===== config.mk =====
export PLATFORM = sky130hd
export DESIGN_NAME = length_prefixed_frame_capture_unit
export DESIGN_NICKNAME = d
export VERILOG_FILES = /design/src/rtl/lpfc_pkg.sv /design/src/rtl/lpfc_in_reg.sv /design/src/rtl/lpfc_engine.sv /design/src/rtl/length_prefixed_frame_capture_unit.sv
export VERILOG_INCLUDE_DIRS = /design/src /design/src/rtl
export SDC_FILE = /design/constraint.sdc
export NUM_CORES = 1
export LEC_CHECK = 0
export BUFFER_PORTS_ARGS = -buffer_cell sky130_fd_sc_hd__buf_2
export CAP_MARGIN = 20
export CORE_MARGIN = 1.5
export CORE_UTILIZATION = 40
export DETAILED_ROUTE_END_ITERATION = 10
export PLACE_DENSITY_LB_ADDON = 0.25
export SKIP_CTS_REPAIR_TIMING = 1
export SYNTH_ARGS = -nofsm -noshare
export SYNTH_HDL_FRONTEND = slang
export SYNTH_SLANG_ARGS = --single-unit

===== constraint.sdc =====
create_clock -name clk -period 2.5 [get_ports clk]
set_input_delay 0.125 -clock clk [delete_from_list [all_inputs] [get_ports clk]]
set_output_delay 0.125 -clock clk [all_outputs]
set_load 0.01 [all_outputs]

===== src/rtl/length_prefixed_frame_capture_unit_assert.svh =====
// Assertion macros for the length-prefixed frame capture unit.
// No dependencies; included by the top level. Needs clk and arst_n in scope.
`ifndef LENGTH_PREFIXED_FRAME_CAPTURE_UNIT_ASSERT_SVH
`define LENGTH_PREFIXED_FRAME_CAPTURE_UNIT_ASSERT_SVH
`ifndef SYNTHESIS
// same-cycle implication, checked out of reset
`define LPFC_ASSERT_IMPL(label, ante, cons, msg) \
	label: assert property (@(posedge clk) disable iff (!arst_n) (ante) |-> (cons)) \
		else $error(msg);
// next-cycle implication, checked out of reset
`define LPFC_ASSERT_NEXT(label, ante, cons, msg) \
	label: assert property (@(posedge clk) disable iff (!arst_n) (ante) |=> (cons)) \
		else $error(msg);
`else
`define LPFC_ASSERT_IMPL(label, ante, cons, msg)
`define LPFC_ASSERT_NEXT(label, ante, cons, msg)
`endif
`endif


===== src/rtl/lpfc_pkg.sv =====
// Package for the length-prefixed frame capture unit: item types, codes,
// phase enum and marker table. No dependencies.
package lpfc_pkg;

	localparam int CAPTURE_BYTES_DEF = 32;
	localparam logic [15:0] TIMEOUT_RESET = 16'd1000;

	localparam logic [1:0] OP_ARM  = 2'd0;
	localparam logic [1:0] OP_BYTE = 2'd1;
	localparam logic [1:0] OP_TICK = 2'd2;

	localparam logic [1:0] STAT_PENDING = 2'd0;
	localparam logic [1:0] STAT_DONE    = 2'd1;
	localparam logic [1:0] STAT_TIMEOUT = 2'd2;

	localparam logic [2:0] MARK_LEN = 3'd5;
	localparam logic [7:0] CH_COLON = 8'h3A;
	localparam logic [7:0] CH_ZERO  = 8'h30;
	localparam logic [7:0] CH_NINE  = 8'h39;
	localparam logic [7:0] CH_PLUS  = 8'h2B;

	typedef enum logic [2:0] {
		PH_IDLE,
		PH_MARKER,
		PH_LEN,
		PH_DATA,
		PH_DONE,
		PH_TIMEOUT
	} phase_t;

	typedef struct packed {
		logic [1:0] opcode;
		logic [7:0] rx_byte;
	} req_t;

	typedef struct packed {
		logic [1:0] capture_status;
		logic       data_valid;
		logic [7:0] data_byte;
		logic [4:0] data_index;
		logic       frame_last;
		logic [5:0] payload_length;
	} rsp_t;

	// "+IPD," one character per position
	function automatic logic [7:0] mark_char(input logic [2:0] pos);
		logic [7:0] c;
		unique case (pos)
			3'd0: c = CH_PLUS;
			3'd1: c = 8'h49;
			3'd2: c = 8'h50;
			3'd3: c = 8'h44;
			3'd4: c = 8'h2C;
			default: c = CH_PLUS;
		endcase
		return c;
	endfunction

endpackage


===== src/rtl/lpfc_in_reg.sv =====
// Input register stage of the frame capture unit.
// Depends on lpfc_pkg (req_t).
module lpfc_in_reg (
	input  logic             clk,
	input  logic             arst_n,
	input  logic             req_valid,
	output logic             req_ready,
	input  lpfc_pkg::req_t   req,
	input  logic             advance,
	output logic             valid_s1,
	output lpfc_pkg::req_t   item_s1
);

	logic accept;

	assign req_ready = !valid_s1 || advance;
	assign accept    = req_valid && req_ready;

	always_ff @(posedge clk or negedge arst_n) begin
		if (!arst_n) begin
			valid_s1 <= 1'b0;
		end else if (accept) begin
			valid_s1 <= 1'b1;
		end else if (advance) begin
			valid_s1 <= 1'b0;
		end
	end

	always_ff @(posedge clk) begin
		if (accept) begin
			item_s1 <= req;
		end
	end

endmodule


===== src/rtl/lpfc_engine.sv =====
// Capture state and per-item update logic: marker hunt, length parse,
// payload indexing and tick countdown. Depends on lpfc_pkg.
module lpfc_engine #(
	parameter int CAPTURE_BYTES = lpfc_pkg::CAPTURE_BYTES_DEF
) (
	input  logic             clk,
	input  logic             arst_n,
	input  logic             cfg_wr_en,
	input  logic [15:0]      cfg_wr_data,
	input  logic             fire,
	input  lpfc_pkg::req_t   item_s1,
	output lpfc_pkg::rsp_t   rsp_d
);

	localparam int LW = $clog2(CAPTURE_BYTES + 1);
	localparam int XW = (LW > 6) ? LW : 6;
	localparam logic [LW-1:0] CAP = LW'(CAPTURE_BYTES);

	lpfc_pkg::phase_t phase_q, phase_d;
	logic [2:0]    mpos_q, mpos_d, pos;
	logic [LW-1:0] exp_len_q, exp_len_d;
	logic [LW-1:0] count_q, count_d, count_inc;
	logic [15:0]   ticks_q, ticks_d;
	logic [15:0]   timeout_q;
	logic [LW+3:0] len_acc;
	logic [XW-1:0] count_x, idx_x;
	logic [7:0]    b;
	logic          dvalid, last;

	assign b         = item_s1.rx_byte;
	assign pos       = (mpos_q < lpfc_pkg::MARK_LEN) ? mpos_q : 3'd0;
	// x*10 + digit
	assign len_acc   = ({4'd0, exp_len_q} << 3) + ({4'd0, exp_len_q} << 1)
		+ (LW+4)'(b[3:0]);
	assign count_inc = count_q + LW'(1);

	always_comb begin
		phase_d   = phase_q;
		mpos_d    = mpos_q;
		exp_len_d = exp_len_q;
		count_d   = count_q;
		ticks_d   = ticks_q;
		dvalid    = 1'b0;
		last      = 1'b0;
		unique case (item_s1.opcode)
			lpfc_pkg::OP_ARM: begin
				phase_d   = lpfc_pkg::PH_MARKER;
				mpos_d    = 3'd0;
				exp_len_d = '0;
				count_d   = '0;
				ticks_d   = timeout_q;
			end
			lpfc_pkg::OP_BYTE: begin
				unique case (phase_q)
					lpfc_pkg::PH_MARKER: begin
						if (b == lpfc_pkg::mark_char(pos)) begin
							if (pos + 3'd1 >= lpfc_pkg::MARK_LEN) begin
								phase_d   = lpfc_pkg::PH_LEN;
								exp_len_d = '0;
								mpos_d    = 3'd0;
							end else begin
								mpos_d = pos + 3'd1;
							end
						end else begin
							// a '+' on mismatch restarts the match past its first char
							mpos_d = (b == lpfc_pkg::CH_PLUS) ? 3'd1 : 3'd0;
						end
					end
					lpfc_pkg::PH_LEN: begin
						if (b >= lpfc_pkg::CH_ZERO && b <= lpfc_pkg::CH_NINE) begin
							if (exp_len_q >= CAP || len_acc > (LW+4)'(CAP)) begin
								exp_len_d = CAP;
							end else begin
								exp_len_d = len_acc[LW-1:0];
							end
						end else if (b == lpfc_pkg::CH_COLON) begin
							count_d = '0;
							if (exp_len_q != '0) begin
								phase_d = lpfc_pkg::PH_DATA;
							end else begin
								phase_d = lpfc_pkg::PH_DONE;
								last    = 1'b1;
							end
						end
					end
					lpfc_pkg::PH_DATA: begin
						dvalid  = 1'b1;
						count_d = count_inc;
						if (count_inc >= exp_len_q) begin
							phase_d = lpfc_pkg::PH_DONE;
							last    = 1'b1;
						end
					end
					default: ;
				endcase
			end
			lpfc_pkg::OP_TICK: begin
				if (phase_q == lpfc_pkg::PH_MARKER || phase_q == lpfc_pkg::PH_LEN
						|| phase_q == lpfc_pkg::PH_DATA) begin
					if (ticks_q == 16'd0) begin
						phase_d = lpfc_pkg::PH_TIMEOUT;
					end else begin
						ticks_d = ticks_q - 16'd1;
					end
				end
			end
			default: ;
		endcase
	end

	assign count_x = XW'(count_d);
	assign idx_x   = XW'(count_q);

	always_comb begin
		rsp_d = '0;
		unique case (phase_d)
			lpfc_pkg::PH_DONE:    rsp_d.capture_status = lpfc_pkg::STAT_DONE;
			lpfc_pkg::PH_TIMEOUT: rsp_d.capture_status = lpfc_pkg::STAT_TIMEOUT;
			default:              rsp_d.capture_status = lpfc_pkg::STAT_PENDING;
		endcase
		rsp_d.data_valid     = dvalid;
		rsp_d.data_byte      = dvalid ? b : 8'd0;
		rsp_d.data_index     = dvalid ? idx_x[4:0] : 5'd0;
		rsp_d.frame_last     = last;
		rsp_d.payload_length = count_x[5:0];
	end

	always_ff @(posedge clk or negedge arst_n) begin
		if (!arst_n) begin
			phase_q   <= lpfc_pkg::PH_IDLE;
			mpos_q    <= 3'd0;
			exp_len_q <= '0;
			count_q   <= '0;
			ticks_q   <= 16'd0;
		end else if (fire) begin
			phase_q   <= phase_d;
			mpos_q    <= mpos_d;
			exp_len_q <= exp_len_d;
			count_q   <= count_d;
			ticks_q   <= ticks_d;
		end
	end

	always_ff @(posedge clk or negedge arst_n) begin
		if (!arst_n) begin
			timeout_q <= lpfc_pkg::TIMEOUT_RESET;
		end else if (cfg_wr_en) begin
			timeout_q <= cfg_wr_data;
		end
	end

endmodule


===== src/rtl/length_prefixed_frame_capture_unit.sv =====
// Top level of the length-prefixed frame capture unit: input stage, engine
// and result register. Depends on lpfc_pkg, lpfc_in_reg, lpfc_engine and the assert header.
//
// Channel | Direction | Handshake          | Payload
// req     | in        | req_valid/ready    | lpfc_pkg::req_t (opcode, rx_byte)
// rsp     | out       | rsp_valid/ready    | lpfc_pkg::rsp_t (status, payload byte)
// cfg     | in        | cfg_wr_en          | cfg_wr_data = timeout_ticks
//
// One item per cycle sustained while rsp is not stalled; an accepted item passes
// through the input register, then the state update feeding the result register.
// Every item gives exactly one result item.
// Reset clears the capture to idle and the timeout back to 1000 ticks.
// A stalled rsp holds its result; req keeps being taken while the input
// register is empty or moving, so one item is buffered behind a stalled result.
module length_prefixed_frame_capture_unit #(
	parameter int CAPTURE_BYTES = lpfc_pkg::CAPTURE_BYTES_DEF
) (
	input  logic             clk,
	input  logic             arst_n,
	input  logic             req_valid,
	output logic             req_ready,
	input  lpfc_pkg::req_t   req,
	output logic             rsp_valid,
	input  logic             rsp_ready,
	output lpfc_pkg::rsp_t   rsp,
	input  logic             cfg_wr_en,
	input  logic [15:0]      cfg_wr_data
);

	`include "length_prefixed_frame_capture_unit_assert.svh"

	logic           valid_s1;
	lpfc_pkg::req_t item_s1;
	lpfc_pkg::rsp_t rsp_d;
	lpfc_pkg::rsp_t rsp_q;
	logic           rsp_valid_q;
	logic           advance;
	logic           fire;

	// result register free, or emptied this cycle
	assign advance = !rsp_valid_q || rsp_ready;
	// the held item updates state exactly once, when it moves to the result
	assign fire    = valid_s1 && advance;

	lpfc_in_reg u_in_reg (
		.clk       (clk),
		.arst_n    (arst_n),
		.req_valid (req_valid),
		.req_ready (req_ready),
		.req       (req),
		.advance   (advance),
		.valid_s1  (valid_s1),
		.item_s1   (item_s1)
	);

	lpfc_engine #(
		.CAPTURE_BYTES (CAPTURE_BYTES)
	) u_engine (
		.clk         (clk),
		.arst_n      (arst_n),
		.cfg_wr_en   (cfg_wr_en),
		.cfg_wr_data (cfg_wr_data),
		.fire        (fire),
		.item_s1     (item_s1),
		.rsp_d       (rsp_d)
	);

	// result register
	always_ff @(posedge clk or negedge arst_n) begin
		if (!arst_n) begin
			rsp_valid_q <= 1'b0;
		end else if (advance) begin
			rsp_valid_q <= valid_s1;
		end
	end

	always_ff @(posedge clk) begin
		if (fire) begin
			rsp_q <= rsp_d;
		end
	end

	assign rsp_valid = rsp_valid_q;
	assign rsp       = rsp_q;

	// a buffered item behind a stalled result must not be dropped
	`LPFC_ASSERT_NEXT(a_hold_s1, valid_s1 && rsp_valid_q && !rsp_ready, valid_s1, "item lost in input stage")
	// the item that completes a frame reports done
	`LPFC_ASSERT_IMPL(a_last_done, rsp_valid_q && rsp_q.frame_last, rsp_q.capture_status == lpfc_pkg::STAT_DONE, "frame_last without done status")
	// a payload byte never comes with a timeout status
	`LPFC_ASSERT_IMPL(a_data_status, rsp_valid_q && rsp_q.data_valid, rsp_q.capture_status != lpfc_pkg::STAT_TIMEOUT, "payload byte with timeout status")

endmodule

# Yosys cells after proc, flatten, opt, wreduce, memory -nomap -nowiden
# Cells that the tools add are included.
# W data, S select, Z words.
[op_classes]
n_addsub = 5
order_cmp = 7
eq_ne = 21
mux = 42
n_reduce_logical = 19
[op_table]
columns = ["cell", "n"]
rows = [
  ["$pmux W6 S2", 4],
  ["$mux W3", 12],
  ["$mux W6", 6],
  ["$mux W16", 2],
  ["$pmux W16 S2", 1],
  ["$pmux W7 S4", 1],
  ["$pmux W3 S3", 2],
  ["$eq A8 B6 Y1 const B", 2],
  ["$logic_not A16 Y1", 1],
  ["$mux W8", 2],
  ["$sub A16 B1 Y16 const B", 1],
  ["$eq A3 B2 Y1 const B", 4],
  ["$add A10 B4 Y10", 1],
  ["$add A9 B7 Y10", 1],
  ["$gt A10 B6 Y1 const B", 1],
  ["$eq A3 B3 Y1 const B", 3],
  ["$mux W1", 9],
  ["$ne A3 B2 Y1 const B", 3],
  ["$eq A8 B8 Y1", 1],
  ["$ge A8 B6 Y1 const B", 1],
  ["$le A8 B6 Y1 const B", 1],
  ["$add A6 B1 Y6 const B", 1],
  ["$eq A3 B1 Y1 const B", 2],
  ["$ge A6 B6 Y1", 1],
  ["other kinds (21)", 31],
]
[totals]
reg_bits = 85
input_bits = 31
output_inout_bits = 25

# Logic depth before layout (Yosys ltp)
[logic_depth]
depth_word = 12
depth_mapped = 11
ltp_nobuf = 11

# Modules after synthesis
# Synthesis repeated with hierarchy kept, for this count alone.
[unflattened]
hier_cells = 474
hier_area_um2 = 4907.2
[by_module_without_submodules]
columns = ["module", "n_inst", "cells_per_inst", "area_per_inst_um2", "seq_area_each_um2"]
rows = [
  ["lpfc_engine", 1, 433, 3808.7, 1258.7],
  ["length_prefixed_frame_capture_unit", 1, 27, 744.5, 715.7],
  ["lpfc_in_reg", 1, 14, 354.1, 325.3],
]

# Worst setup path before layout
# Ideal clock, no wire load.
[synth_path]
path_type = "flip-flop to flip-flop"
from = "register u_engine.mpos_q[1]"
to = "register u_engine.exp_len_q[4]"
setup_time_ps = 128
t_arrival_ps = 2574
required_time_ps = 2372
path_slack_ps = -202
stages_incl_launch_ff = 10
path_buffers = 0
path_cell_list = "dfrtp_1 > nand2b_1 > inv_1 > ha_1 > ha_1 > or3_1 > a311oi_1 > nor2_1 > a31oi_4 > mux2_1"
[synth_between]
elab_chain_len = 9
[synth_rtl]
columns = ["item", "line_no", "rtl"]
rows = [
  ["from (decl)", "lpfc_engine.sv:20", "logic [2:0] mpos_q, mpos_d, pos;"],
  ["from (signal assigned)", "lpfc_engine.sv:137", "mpos_q <= mpos_d;"],
  ["$lt A3 B3 Y1", "lpfc_engine.sv:31", "assign pos = (mpos_q < lpfc_pkg::MARK_LEN) ? mpos_q : 3'd0;"],
  ["$mux W3 *", "lpfc_engine.sv:31", ""],
  ["$eq A3 B3 Y1, or another cell as far along", "lpfc_pkg.sv:48", "unique case (pos)"],
  ["$pmux W7 S4", "lpfc_pkg.sv:48", ""],
  ["$mux W8", "lpfc_engine.sv:54", "unique case (phase_q)"],
  ["$mux W8", "lpfc_engine.sv:45", "unique case (item_s1.opcode)"],
  ["$eq A8 B8 Y1", "lpfc_engine.sv:56", "if (b == lpfc_pkg::mark_char(pos)) begin"],
  ["$ne A3 B2 Y1 (no source line)", "--", ""],
  ["$reduce_and A6 Y1 (no source line) *", "--", ""],
  ["to (signal assigned)", "lpfc_engine.sv:138", "exp_len_q <= exp_len_d;"],
  ["to (decl)", "lpfc_engine.sv:21", "logic [LW-1:0] exp_len_q, exp_len_d;"],
]
# Mark *: on every way between the ends. The rest lies on a longest branch, timed or not. The select of a mux whose other input is x is not followed.
# A chain may end at the register's enable or synchronous reset.

==> impl_metrics.yaml <==
outcome:
  outcome: "finished, violations left"
  violations: "negative hold slack, negative setup slack"
drt:
  drt-pass1-iter-count: 4
  routed_wl_mm: 11.4
  wl_per_cell_um: 15.6
  vias: 3978
  vias_per_cell: 5.40
  drc: 0
  drt_iter0_markers: 335
  antenna_left: 0
pwr:
  cellLeakagePower_nw: 2.66
  power_density_nw_per_um2: 780
  peakVddDrop_mv: 0.328
setup_path:
  arrival_ps: 2840
  cp.required_ps: 2700
  endpoint_kind: "flop"
  cp_max_fo: 5
  crit_type: "reg2reg"
  cp_slowest_cell: "a2111o_1"
  critPathMaxStageDelay_ps: 430
  cp_cell_sequence: "nand2b_4, inv_4, ha_2, buf_4, or3_4, a311oi_4, nor4b_4, a2111o_1, nor3b_2"
  setup.worst_path.start_class: "flop"
global_routing:
  grt_max_degree: 37
  grt_usage_pct: 18.2
  grt_pass1_wl_mm: 18.6
  antenna_found_initial: 0
  grt.overflow.total: 0
  grt_pass1_vias: 3795
logic_synthesis:
  netlist_area_um2: 4910
  ys.flop_type: "dfrtp_1"
  syn_nets: 534
  synth_area_per_cell_um2: 10.3
  synth-seq-cells: 85
  syn-instance-count: 476
  ys_seq_area_share_pct: 46.8
  synth_cell_types: 65
  yosysWarnings: 0
  async_reset_ff_share_pct: 61.2
  synth_edf_count: 33
worst_hold_path:
  hold_path_class: "in2reg"
sta:
  worst_pin_slew_ps: 490
  drv_slew: 0
  period_share_pct: 106
  fin_crit_ps: 2640
  slew_headroom_pct: 67.1
  max_freq_ghz: 0.379
  hold_viol_final: 1
  skew_ps: 7.81
  grt_setup_unrepaired: "yes"
  final.setup.worst_slack_ps: -140
  finalSetupViolCount: 4
  holdWs_ps: -14.2
placement:
  dp_cells: 702
  portBuffers: 55
  gp_congestion: 0.896
  hpwl_mm: 8.17
  dp_slack_ps: -113
finish:
  layout.cells.non_filler: 736
  drive_above_1_share_pct: 32.4
  final_common_cell: "buf_2"
  final_nets: 642
  layout_common_cells: "55 x buf_2, 50 x buf_4, 49 x nand2_1"
  syn_to_final_growth_pct: 28.3
  n_antenna_cell: 0
die:
  die_w_um: 114
  initial_core_util_pct: 40.9
  rows: 40
  die_y_um: 114
  die-area_um2: 13000
  ios: 56
  core_area_um2: 12000
cts:
  cts_root_buffer: "clkbuf_16"
  clk_pin_slew_ps: 70
  cts_tree: "done"
  cts_buffer_depth: 2
  cts_max_level: 3
  cts_inserted_buffers: 9
  clock_insertion_delay_worst_skew_ps: 340
  cts_sinks: 85
run:
  drv_cap: 0
## power by group
part           switching (mW)  leakage (nW)  internal [mW]
logic                   0.825          1.56          0.713
registers               0.260         0.945           1.73
clock network           0.555         0.154          0.835
## path summary, 6_finish.rpt
kind,from,to,slack [ps],cells after the start
worst max-delay path,u_engine.mpos_q[2],rsp[21],-140,9
worst min-delay path,req_valid,u_in_reg.valid_s1,-10,2
worst max register to register,u_engine.mpos_q[2],rsp[21],-140,9
worst min register to register,u_engine.timeout_q[11],u_engine.timeout_q[11],510,1
max in group asynchronous,arst_n,u_engine.exp_len_q[1],1390,3
min in group asynchronous,arst_n,u_engine.count_q[3],260,2
## area by class of cell
class	count	area (um2)
Clock buffer	12	256
Tap cell	147	184
Clock inverter	4	53.8
Multi-Input combinational cell	353	2660
Sequential cell	85	2300
Timing Repair Buffer	117	772
Inverter	18	72.6
Fill cell	1069	5710
## cells in the mapped netlist (7+ instances only)
cell	number	area share, %
inv_1	17	1.3
edfxtp_1	33	20
o21ai_0	34	3.5
ha_1	25	6.4
mux2_2	18	4.1
a21oi_1	27	2.8
nand3_1	9	0.92
clkbuf_1	20	1.5
and2_1	15	1.9
nor2_1	22	1.7
a21o_1	7	1.1
nand2b_1	14	1.8
a22o_1	14	2.5
dfrtp_1	46	23
nor3_1	9	0.92
nand2_1	49	3.7
## cell families (layout without fill, tap and decap cells)
family	count (synthesis)	after routing	synth area share [%]
mux	24	24	5.40
compound gates	127	127	17.3
simple gates	167	167	18.9
flops	85	85	46.8
xor+xnor	8	8	1.43
fa+ha+maj	27	27	7.18
buf+inv	38	151	2.90
## through the flow
stage	power [mW]	setup TNS (ps)	area, um2	utilization, %	hold slack [ps]
after floorplan	2.91	-29.3	4950	-	-171
after global placement	3.38	-111	5660	47.2	90.1
after detailed placement	3.43	-493	5660	47.2	88.4
after CTS	4.84	-665	5970	49.7	-280
after global routing	5.23	-1420	6300	52.5	1.79
final	4.92	-319	6300	52.5	-14.2
## registers in the layout, summed over array words and instances (netlist names)
register / cells
u_engine.timeout_q: 16
u_engine.exp_len_q: 6
u_engine.phase_q: 3
u_in_reg.valid_s1: 1
u_in_reg.item_s1: 10
u_engine.ticks_q: 16
rsp: 23
u_engine.count_q: 6
u_engine.mpos_q: 3
rsp_valid: 1
## worst max-delay path: cells and delay by family, from the launching register on
kind | cells | cell delay, ps
simple gates | 4 | 910
compound gates | 2 | 820
flops | 1 | 410
buf+inv | 2 | 190
fa+ha+maj | 1 | 170
## routing by layer
metal	global-route usage [%]	share of wire, %
met3	3.13	3.6
met2	28.7	47
met4	6.67	1.8
met1	25.1	48
met5	0	0
No activity file was read; power rests on OpenSTA's default activity.
